$ cat config.mk
export PLATFORM = sky130hd
export DESIGN_NAME = key_base32_checksum_encoder_core
export DESIGN_NICKNAME = d
export VERILOG_FILES = /design/src/hdl/kbcc_pkg.sv /design/src/hdl/kbcc_front.sv /design/src/hdl/kbcc_fifo.sv /design/src/hdl/kbcc_back.sv /design/src/hdl/key_base32_checksum_encoder_core.sv
export SDC_FILE = /design/constraint.sdc
export NUM_CORES = 1
export LEC_CHECK = 0
export BUFFER_PORTS_ARGS = -buffer_cell sky130_fd_sc_hd__buf_2
export CORE_MARGIN = 5
export CORE_UTILIZATION = 41
export CTS_BUF_LIST = sky130_fd_sc_hd__clkbuf_4 sky130_fd_sc_hd__clkbuf_8 sky130_fd_sc_hd__clkbuf_16
export CTS_CLUSTER_SIZE = 20
export DETAILED_ROUTE_END_ITERATION = 10
export MAX_ROUTING_LAYER = met4
export PLACE_DENSITY = 0.62
export SLEW_MARGIN = 20
export SYNTH_ARGS = -nofsm -noshare
export SYNTH_HDL_FRONTEND = slang
export SYNTH_SLANG_ARGS = --single-unit
$ cat constraint.sdc
create_clock -name clk -period 10.2 [get_ports clk]
set_input_delay 1.02 -clock clk [delete_from_list [all_inputs] [get_ports clk]]
set_output_delay 1.02 -clock clk [all_outputs]
set_load 0.03 [all_outputs]
$ cat src/hdl/kbcc_pkg.sv
// ----------------------------------------------------------------------------
// kbcc_pkg
// Shared types, constants and functions of the key base32 checksum encoder.
// ----------------------------------------------------------------------------
package kbcc_pkg;

	localparam int unsigned FIFO_DEPTH = 4;
	localparam int unsigned PTR_W      = $clog2(FIFO_DEPTH);
	localparam int unsigned CNT_W      = PTR_W + 1;
	localparam int unsigned DATA_W     = 35;

	localparam logic [15:0] CRC_POLY = 16'h1021;
	localparam logic [6:0]  CHR_A    = 7'd65;
	localparam logic [6:0]  CHR_2M26 = 7'd24;

	typedef struct packed {
		logic [DATA_W-1:0] data;
		logic [2:0]        nchars;
		logic              last;
	} kbcc_entry_t;

	typedef struct packed {
		logic        valid;
		kbcc_entry_t entry;
	} kbcc_push_t;

	// CRC of one byte from a zero register, MSB first
	function automatic logic [15:0] crc_byte(input logic [7:0] b);
		logic [15:0] c;
		c = {b, 8'h00};
		for (int i = 0; i < 8; i++) begin
			if (c[15]) begin
				c = {c[14:0], 1'b0} ^ CRC_POLY;
			end else begin
				c = {c[14:0], 1'b0};
			end
		end
		return c;
	endfunction

	function automatic logic [15:0] crc_add(input logic [15:0] crc, input logic [7:0] b);
		return {crc[7:0], 8'h00} ^ crc_byte(crc[15:8] ^ b);
	endfunction

	function automatic logic [6:0] to_char(input logic [4:0] v);
		if (v < 5'd26) begin
			return {2'b00, v} + CHR_A;
		end else begin
			return {2'b00, v} + CHR_2M26;
		end
	endfunction

endpackage

$ cat src/hdl/kbcc_front.sv
// ----------------------------------------------------------------------------
// kbcc_front
// Accepts byte beats, runs the CRC, packs held bits and bytes into one
// character group per beat.
// ----------------------------------------------------------------------------
module kbcc_front import kbcc_pkg::*; (
	input  logic       clk,
	input  logic       arst_n,
	input  logic       accept,
	input  logic [7:0] lead_byte,
	input  logic [7:0] payload_byte,
	input  logic       start_req,
	input  logic       final_req,
	output kbcc_push_t push
);

	logic [15:0] crc_q;
	logic [3:0]  held_q;
	logic [2:0]  hc_q;

	logic [15:0] crc_base, crc_new;
	logic [3:0]  held_eff, held_n, held_mask;
	logic [2:0]  hc_eff, q, rem;
	logic [31:0] bytes;
	logic [2:0]  nb;
	logic [5:0]  total, five_q;
	logic [9:0]  prod;
	logic [35:0] stream, right;

	always_comb begin
		hc_eff   = start_req ? 3'd0 : hc_q;
		held_eff = start_req ? 4'd0 : held_q;
		crc_base = start_req ? crc_byte(lead_byte) : crc_q;
		crc_new  = crc_add(crc_base, payload_byte);

		case ({start_req, final_req})
			2'b11: begin
				bytes = {lead_byte, payload_byte, crc_new[7:0], crc_new[15:8]};
				nb    = 3'd4;
			end
			2'b10: begin
				bytes = {lead_byte, payload_byte, 16'h0000};
				nb    = 3'd2;
			end
			2'b01: begin
				bytes = {payload_byte, crc_new[7:0], crc_new[15:8], 8'h00};
				nb    = 3'd3;
			end
			default: begin
				bytes = {payload_byte, 24'h000000};
				nb    = 3'd1;
			end
		endcase

		total  = {3'b000, hc_eff} + {nb, 3'b000};
		prod   = {4'b0000, total} * 10'd13;
		q      = prod[8:6];
		five_q = {1'b0, q, 2'b00} + {3'b000, q};
		rem    = 3'(total - five_q);

		stream = ({held_eff, 32'h0} << (3'd4 - hc_eff)) | ({bytes, 4'h0} >> hc_eff);
		right     = stream >> (6'd36 - total);
		held_mask = ~(4'hF << rem);
		held_n    = right[3:0] & held_mask;

		push.valid        = accept;
		push.entry.data   = stream[35:1];
		push.entry.nchars = (final_req && rem != 3'd0) ? q + 3'd1 : q;
		push.entry.last   = final_req;
	end

	always_ff @(posedge clk or negedge arst_n) begin
		if (!arst_n) begin
			crc_q  <= '0;
			held_q <= '0;
			hc_q   <= '0;
		end else if (accept) begin
			if (final_req) begin
				crc_q  <= '0;
				held_q <= '0;
				hc_q   <= '0;
			end else begin
				crc_q  <= crc_new;
				held_q <= held_n;
				hc_q   <= rem;
			end
		end
	end

endmodule

$ cat src/hdl/kbcc_fifo.sv
// ----------------------------------------------------------------------------
// kbcc_fifo
// Short queue of character groups between front and back.
// ----------------------------------------------------------------------------
module kbcc_fifo import kbcc_pkg::*; (
	input  logic        clk,
	input  logic        arst_n,
	input  kbcc_push_t  push,
	input  logic        pop,
	output kbcc_entry_t head,
	output logic        empty,
	output logic        full
);

	kbcc_entry_t      mem_q [FIFO_DEPTH];
	logic [PTR_W-1:0] wr_ptr_q, rd_ptr_q;
	logic [CNT_W-1:0] cnt_q;

	assign empty = (cnt_q == '0);
	assign full  = (cnt_q == CNT_W'(FIFO_DEPTH));
	assign head  = mem_q[rd_ptr_q];

	always_ff @(posedge clk) begin
		if (push.valid) begin
			mem_q[wr_ptr_q] <= push.entry;
		end
	end

	always_ff @(posedge clk or negedge arst_n) begin
		if (!arst_n) begin
			wr_ptr_q <= '0;
			rd_ptr_q <= '0;
			cnt_q    <= '0;
		end else begin
			if (push.valid) begin
				wr_ptr_q <= wr_ptr_q + 1'b1;
			end
			if (pop) begin
				rd_ptr_q <= rd_ptr_q + 1'b1;
			end
			case ({push.valid, pop})
				2'b10:   cnt_q <= cnt_q + 1'b1;
				2'b01:   cnt_q <= cnt_q - 1'b1;
				default: cnt_q <= cnt_q;
			endcase
		end
	end

endmodule

$ cat src/hdl/kbcc_back.sv
// ----------------------------------------------------------------------------
// kbcc_back
// Walks the head group one character per cycle, while out_stall is low, into the output register.
// ----------------------------------------------------------------------------
module kbcc_back import kbcc_pkg::*; (
	input  logic        clk,
	input  logic        arst_n,
	input  kbcc_entry_t head,
	input  logic        empty,
	output logic        pop,
	input  logic        out_stall,
	output logic        out_valid,
	output logic [6:0]  out_char,
	output logic        end_of_text
);

	logic [2:0] idx_q;
	logic       out_valid_q;
	logic [6:0] out_char_q;
	logic       eot_q;

	logic       advance, last_char;
	logic [4:0] sym;

	always_comb begin
		advance   = !out_valid_q || !out_stall;
		last_char = (idx_q == head.nchars - 3'd1);
		pop       = advance && !empty && last_char;
		case (idx_q)
			3'd0:    sym = head.data[34:30];
			3'd1:    sym = head.data[29:25];
			3'd2:    sym = head.data[24:20];
			3'd3:    sym = head.data[19:15];
			3'd4:    sym = head.data[14:10];
			3'd5:    sym = head.data[9:5];
			3'd6:    sym = head.data[4:0];
			default: sym = 5'd0;
		endcase
	end

	always_ff @(posedge clk or negedge arst_n) begin
		if (!arst_n) begin
			idx_q       <= '0;
			out_valid_q <= 1'b0;
		end else if (advance) begin
			out_valid_q <= !empty;
			if (!empty) begin
				idx_q <= last_char ? 3'd0 : idx_q + 3'd1;
			end
		end
	end

	always_ff @(posedge clk) begin
		if (advance && !empty) begin
			out_char_q <= to_char(sym);
			eot_q      <= head.last && last_char;
		end
	end

	assign out_valid   = out_valid_q;
	assign out_char    = out_char_q;
	assign end_of_text = eot_q;

endmodule

$ cat src/hdl/key_base32_checksum_encoder_core.sv
// ----------------------------------------------------------------------------
// key_base32_checksum_encoder_core
// Streams a key record as base32 text with a trailing CRC-16 checksum.
// ----------------------------------------------------------------------------
// Input channel (in_valid/in_stall): one payload byte per beat. start_req
// marks the first byte and brings lead_byte in ahead of it; final_req
// marks the last byte and appends the CRC low and high bytes, then flushes
// the leftover bits zero-filled. end_of_text flags the last character.
// Output channel (out_valid/out_stall): one ASCII character per beat.
// A byte accepted is written into the group queue; its first character then
// leaves through the output register. Each byte gives 1 to 7 characters,
// one per cycle while out_stall is low; the single-character output
// register sets that rate. The front takes a byte every cycle while the
// four-entry group queue has room; in_stall is high when the queue is full.
// A stall on the output holds the character and fills the queue, which then
// raises in_stall. Reset clears the CRC, the held bits, the queue and the
// output valid flag; the first record may start at once.
// ----------------------------------------------------------------------------
module key_base32_checksum_encoder_core import kbcc_pkg::*; (
	input  logic       clk,
	input  logic       arst_n,
	input  logic       in_valid,
	output logic       in_stall,
	input  logic [7:0] lead_byte,
	input  logic [7:0] payload_byte,
	input  logic       start_req,
	input  logic       final_req,
	output logic       out_valid,
	input  logic       out_stall,
	output logic [6:0] out_char,
	output logic       end_of_text
);

	kbcc_push_t  push;
	kbcc_entry_t head;
	logic        empty, full, pop, accept;

	assign in_stall = full;
	assign accept   = in_valid && !full;

	kbcc_front u_front (
		.clk          (clk),
		.arst_n       (arst_n),
		.accept       (accept),
		.lead_byte    (lead_byte),
		.payload_byte (payload_byte),
		.start_req    (start_req),
		.final_req    (final_req),
		.push         (push)
	);

	kbcc_fifo u_fifo (
		.clk    (clk),
		.arst_n (arst_n),
		.push   (push),
		.pop    (pop),
		.head   (head),
		.empty  (empty),
		.full   (full)
	);

	kbcc_back u_back (
		.clk         (clk),
		.arst_n      (arst_n),
		.head        (head),
		.empty       (empty),
		.pop         (pop),
		.out_stall   (out_stall),
		.out_valid   (out_valid),
		.out_char    (out_char),
		.end_of_text (end_of_text)
	);

endmodule

# Yosys cells after proc, flatten, opt, wreduce, memory -nomap -nowiden
# Memory sizes are Yosys's and may differ from the RTL's.
# Cells that the tools add are included.
dict set report word_totals {
  ff_bits 42
  memories 1
  ramBits 156
  out_inout_bits 10
  inputBits 22
  wordCells 112
}
dict set report classes {
  mux 31
  shifts 4
  mul 1
  n_eq_ne 13
  n_bitwise 22
  n_lt_le_gt_ge 1
  n_reduce_logical 15
  n_addsub 14
}
# name words word_bits rd rd_ports_with_merged_regs wr line
set memory_table {}
lappend memory_table {u_fifo.mem_q 4 39 1 0 1 kbcc_fifo.sv:15} ;# kbcc_entry_t mem_q [FIFO_DEPTH];
# op count
set ops {}
lappend ops {{$mux 13} 16}
lappend ops {{$pmux 32 s3} 1}
lappend ops {{$not 3->3} 16}
lappend ops {{$or 36x36->36} 1}
lappend ops {{$shl 36x3->36} 1}
lappend ops {{$shr 36x3->36} 1}
lappend ops {{$shr 36x6->4} 1}
lappend ops {{$pmux 5 s7} 1}
lappend ops {{$mux 16} 2}
lappend ops {{$xor 16x16->16} 1}
lappend ops {{$eq 3x3->1 const B} 4}
lappend ops {{$mux 3} 4}
lappend ops {{$add 3x1->3 const B} 3}
lappend ops {{$mul 6x4->9 const B} 1}
lappend ops {{$pmux 3 s3} 1}
lappend ops {{$mux 4} 2}
lappend ops {{$xor 8x8->8} 1}
lappend ops {{$add 5x7->7 const B} 1}
lappend ops {{$mux 7} 1}
lappend ops {{$add 3x6->6} 1}
lappend ops {{$add 5x5->6 const B} 1}
lappend ops {{$eq 2x2->1 const B} 3}
lappend ops {{$eq 3x2->1 const B} 2}
lappend ops {{$logic_not 3->1} 2}
lappend ops {{22 further kinds} 33}

# Longest topological paths before layout
dict set report logic_depth {
  word_depth 41
  ltp_mapped 28
  depth_no_buf 22
}

# Modules after synthesis
# A second synthesis with hierarchy kept.
dict set report hier_totals {
  hier_cells 1146
  hier_area_um2 12916.1
}
# mod cells_per_inst seq_area_each_um2 area_each_um2 n_inst
set by_module_without_submodules {}
lappend by_module_without_submodules {kbcc_fifo 241 4859.7 6072.1 1}
lappend by_module_without_submodules {kbcc_front 809 575.6 5834.3 1}
lappend by_module_without_submodules {kbcc_back 95 340.3 996.0 1}
lappend by_module_without_submodules {key_base32_checksum_encoder_core 1 0.0 13.8 1}

# Worst setup path after synthesis
# Ideal clock, no wire load.
dict set report synth_path {
  path_type {in2reg}
  from {input port start_req}
  to {register u_front.held_q[3]}
  n_path_buf 8
  setup_ps 141
  arrival_time_ps 6780
  cell_stages 28
  setup_slack_ps 3279
  required_ps 10059
  cell_sequence {buf_2 > buf_2 > buf_2 > nand2b_1 > buf_2 > inv_1 > clkbuf_1 > buf_1 > clkbuf_1 > buf_1 > ha_1 > inv_1 > fa_1 > ha_1 > a41o_1 > a21oi_1 > inv_1 > a21oi_1 > xnor2_1 > fa_1 > xnor2_1 > xnor2_1 > xnor2_1 > o41ai_1 > a311oi_1 > o211ai_1 > nor3_1 > a32oi_1}
}
dict set report synth_between {
  elab_chain_cells 18
  word_cells_on_any_way 39
  cone_classes {add/sub (5); mul (1); eq/ne (3); shift (4); mux (14); bitwise (12)}
}
# element line
set synth_rtl {}
lappend synth_rtl {{from (decl)} key_base32_checksum_encoder_core.sv:26} ;# input logic start_req,
lappend synth_rtl {{parallel branches: the longest is 16 deep, another holds $mul 6x4->9} -}
lappend synth_rtl {{$and 4x4->4 *} kbcc_front.sv:64} ;# held_n = right[3:0] & held_mask;
lappend synth_rtl {{$mux 4 *} kbcc_front.sv:78} ;# if (final_req) begin
lappend synth_rtl {{to (signal assigned)} kbcc_front.sv:84} ;# held_q <= held_n;
lappend synth_rtl {{to (decl)} kbcc_front.sv:18} ;# logic [3:0] held_q;
# Every way passes the cells marked *.
# A chain may end at the register's enable or synchronous reset.

# Worst setup path in the final report
# Ends and elaborated chain as after synthesis.

==> tab_implementation.tex <==
\begin{tabular}{lr}
\hline
Metric & Value \\
\hline
\multicolumn{2}{l}{\textbf{Floorplan}} \\
\quad Effective utilization at floorplan & 0.413 \\
\quad Core region area & 0.0305 sq mm \\
\quad Overall die height & 185 um \\
\quad Num ports & 32 \\
\quad Floorplan row count & 64 \\
\quad Die outline width & 185 um \\
\quad Die Area & 0.0344 sq mm \\
\multicolumn{2}{l}{\textbf{Clocking}} \\
\quad Clk Latency, worst-skew pair & 450 ps \\
\quad \# clock sinks & slightly below 200 \\
\quad Max Root-Sink Buffers & 2 \\
\quad Clock edge transition at the registers on the reported setup and hold paths & 80 ps \\
\quad Maximum level of the CTS H-tree & 4 \\
\quad Post-cts resize count & 0 \\
\quad Post CTS Setup Buffer Count & 0 \\
\quad TritonCTS clock tree & built \\
\quad Root buffer cell & clkbuf\_16 \\
\quad Number of buffers added by the clock tree synthesis step & 17 \\
\quad Number of hold buffers added after CTS & 0 \\
\multicolumn{2}{l}{\textbf{Worst hold path}} \\
\quad Min-Delay Path Depth & 2 \\
\quad Endpoint with the worst hold slack & u\_front.crc\_q[9]\$\_DFFE\_PN0P\_ \\
\quad Worst min-delay path class & reg2reg \\
\quad Launch point of the worst hold path & u\_front.crc\_q[9]\$\_DFFE\_PN0P\_ \\
\multicolumn{2}{l}{\textbf{Setup path}} \\
\quad Gate family responsible for the most delay along the worst path & buffers and inverters \\
\quad R2r startpoint & u\_front.hc\_q[0]\$\_DFFE\_PN0P\_ \\
\quad Slowest CP cell & xnor2\_1 \\
\quad Buffers and inverters on the worst path & 7 \\
\quad Register-to-register path setup slack & 4040 ps \\
\quad Worst EP required & 10510 ps \\
\quad Worst flop-to-flop path endpoint & u\_front.held\_q[3]\$\_DFFE\_PN0P\_ \\
\quad Maximum cell stage delay along the critical path & 560 ps \\
\quad Cells traversed along the worst timing path & buf\_2 > buf\_4 > nand2b\_2 > buf\_4 > inv\_1 > buf\_4 > ha\_1 > inv\_1 > fa\_1 > ha\_1 > a41o\_1 > a21oi\_1 > inv\_1 > a21oi\_1 > xnor2\_1 > fa\_1 > xnor2\_1 > xnor2\_1 > xnor2\_1 > o41ai\_1 > a311oi\_1 > o211ai\_1 > nor3\_1 > a32oi\_1 \\
\quad Category of the critical setup timing path & in2reg \\
\quad Reg2reg path depth & 20 \\
\quad Most used cell, CP & xnor2\_1 \\
\quad Nature of the critical path startpoint & input pin \\
\quad Capturing element type of the critical path & flip-flop \\
\quad Arrival time at the worst endpoint & 7110 ps \\
\quad Worst Path Max Fanout & 55 \\
\multicolumn{2}{l}{\textbf{Yosys}} \\
\quad Dominant synthesized flop cell & edfxtp\_1 \\
\quad Share of flip-flops with an asynchronous set or reset & 0.172 \\
\quad Register bit total from synthesis & 198 \\
\quad Number of enable-type register cells in the synthesized netlist & 164 \\
\quad Synthesized instance count & 1152 \\
\quad Yosys warnings & 0 \\
\quad Syn avg cell area & 10.9 sq um \\
\quad Number of distinct library cells after synthesis & 81 \\
\quad Seq/Total Area, Yosys & 0.458 \\
\quad Syn Std Cell Area & 0.0126 sq mm \\
\quad Nets in the synthesized netlist & 1212 \\
\multicolumn{2}{l}{\textbf{STA}} \\
\quad Worst setup margin & 3400 ps \\
\quad Tightest Pin Transition & 1130 ps \\
\quad Total setup violations reported at the end of the flow & 0 \\
\quad Top achievable clock speed & 147 MHz \\
\quad Count of endpoints failing hold in the final timing report & 0 \\
\quad Period Utilization, post-route & 0.667 \\
\quad Final slew viol count & 0 \\
\quad Clock Skew & 17.8 ps \\
\quad Unrepaired setup endpoints after global routing & no \\
\quad Normalized max-slew margin & 0.247 \\
\quad Final period demand of the worst path & 6800 ps \\
\quad Total Negative Setup Slacks & 0 ps \\
\multicolumn{2}{l}{\textbf{Cells and area}} \\
\quad Most common cell after layout, fill and taps aside & edfxtp\_1 \\
\quad Diode count & 0 \\
\quad Layout net count & 1196 \\
\quad Area used by sequential logic in the layout & 0.00578 sq mm \\
\quad Fraction of layout instances using a drive strength above 1 & 0.134 \\
\quad Final core area utilization & 0.449 \\
\quad Area of combinational cells with multiple inputs & 0.00638 sq mm \\
\quad Filler cell count & 2831 \\
\quad Highest-count cells in the layout ignoring fill and taps & edfxtp\_1 (164), nand2\_1 (108), nor2\_1 (105) \\
\quad Area added between synthesis and finish & 8.63\% \\
\multicolumn{2}{l}{\textbf{Routing}} \\
\quad Count of vias placed by the detailed router & 9904 \\
\quad First-pass DRT Iterations & 7 \\
\quad Detailed-route wire length per cell & 24.9 um \\
\quad Total wire length & 38500 um \\
\quad Starting DRT DRC Count & 1289 \\
\quad DRC errors left & 0 \\
\quad Ratio of routed vias to standard cells & around 6.4 \\
\quad Number of nets still failing antenna checks after routing & 0 \\
\multicolumn{2}{l}{\textbf{Global routing}} \\
\quad GR met1 Demand/Resource & 0.320 \\
\quad Highest-utilization routing layer at the global route stage & met2 \\
\quad Via count of the first global-routing pass & 9794 \\
\quad Met3 layer usage reported by global route & 0.0365 \\
\quad Largest net degree at the start of global routing & 69 \\
\quad Initial antenna violation count & 0 \\
\quad Fraction of met2 tracks used by global routing & 0.357 \\
\quad Global-route wire length before repair & 59900 um \\
\quad Remaining global-route overflow & 0 \\
\quad Overall routing resource usage & 0.235 \\
\multicolumn{2}{l}{\textbf{Run}} \\
\quad Max-cap violations & 0 \\
\multicolumn{2}{l}{\textbf{Outcome}} \\
\quad Result of the run & complete, no violations \\
\multicolumn{2}{l}{\textbf{Placement}} \\
\quad Worst Setup Slack post-DPL & just over 3000 ps \\
\quad Final weighted congestion in routability-driven placement & 1.02 \\
\quad HPWL after DPL & 27200 um \\
\quad Total of buffers placed on input and output ports & 31 \\
\multicolumn{2}{l}{\textbf{Power and ir drop}} \\
\quad Leakage & 5.00 nW \\
\quad Cell Pwr Density & 306 mW/mm\^{}2 \\
\quad VDD IR-drop max & 119 uV \\
\hline
\end{tabular}
[cell usage after synthesis, types with 10 or more instances]
cell | count | share of area
mux2i_1 | 31 | 0.025
o22ai_1 | 14 | 0.0069
a221oi_1 | 13 | 0.0090
mux4_2 | 40 | 0.071
nor3_1 | 21 | 0.0083
xor2_1 | 11 | 0.0076
nand2_1 | 108 | 0.032
a211oi_1 | 23 | 0.014
buf_1 | 17 | 0.0051
xnor2_1 | 40 | 0.028
o211ai_1 | 21 | 0.012
dfrtp_1 | 34 | 0.067
nand3_1 | 28 | 0.011
nor2_1 | 105 | 0.031
a21oi_1 | 56 | 0.022
o21ai_0 | 56 | 0.022
a31oi_1 | 16 | 0.0079
a22oi_1 | 11 | 0.0065
clkbuf_1 | 57 | 0.017
inv_1 | 34 | 0.010
a22o_1 | 13 | 0.0090
edfxtp_1 | 164 | 0.39
ha_1 | 34 | 0.034
o221ai_1 | 10 | 0.0069
a32oi_1 | 10 | 0.0069
o31ai_1 | 10 | 0.0060
or3_1 | 10 | 0.0050
[through the flow]
step / area (sq um) / total power (W) / hold slack, ps / instances
detailed placement: 13100 / 0.00346 / 471 / 1513
global route: 13700 / 0.00442 / 519 / 1545
finish: 13700 / 0.00419 / 487 / 1545
global placement: 13100 / 0.00344 / 466 / 1513
floorplan: 12600 / 0.00281 / 449 / 1152
CTS: 13700 / 0.00418 / 489 / 1545
[sequential cells by signal (all words and copies together) (netlist names)]
register            count
u_fifo.rd_ptr_q         2
u_front.hc_q            3
u_back.idx_q            3
u_fifo.cnt_q            3
u_back.out_valid        1
u_fifo.mem_q          156
u_fifo.wr_ptr_q         2
u_back.out_char         7
u_back.end_of_text      1
u_front.held_q          4
u_front.crc_q          16
[worst min-delay path: stages, from the launching register on]
cell,delay (ps)
dfrtp_1,340
nand2_1,40
o21ai_0,60
[cell type report]
type / count / area share
Multi-Input combinational cell: 835 / 0.466
Sequential cell: 198 / 0.422
Tap cell: 396 / 0.0362
Clock buffer: 18 / 0.0316
Timing Repair Buffer: 50 / 0.0217
Clock inverter: 14 / 0.0135
Inverter: 34 / 0.00931
[metal layers]
metal	vias to the layer above	wire length, um
li1	4436	-
met1	4856	16600
met3	91	2590
met5	-	0
met4	0	1460
met2	521	17900
[worst max-delay path by stage]
stage,startpoint,end,slack (ps),cells after the start
after floorplan,start_req,u_front.held_q[3]$_DFFE_PN0P_,3280,28
after global placement,start_req,u_front.held_q[3]$_DFFE_PN0P_,3260,24
after detailed placement,start_req,u_front.held_q[3]$_DFFE_PN0P_,3100,24
after CTS,start_req,u_front.held_q[3]$_DFFE_PN0P_,3570,24
after global routing,start_req,u_front.held_q[3]$_DFFE_PN0P_,2940,24
final,start_req,u_front.held_q[3]$_DFFE_PN0P_,3400,24
[logic make-up (layout without fill, tap and decap cells)]
logic type | count (synthesis) | in the layout | synth area share
buffers and inverters | 119 | 116 | 0.0367
XOR/XNOR | 66 | 66 | 0.0618
AND/OR/NAND/NOR | 321 | 321 | 0.112
adder cells (fa/ha/maj) | 38 | 38 | 0.0401
flip-flops | 198 | 198 | 0.458
AO/OA/AOI/OAI | 332 | 332 | 0.187
multiplexers | 78 | 78 | 0.104
[where the power goes]
part           leakage [nW]  switching [W]  internal, W
sequential             1.96       0.000109      0.00122
combinational          2.74        0.00138     0.000758
clock                 0.306       0.000320     0.000397
(Power assumes the default switching activity.)
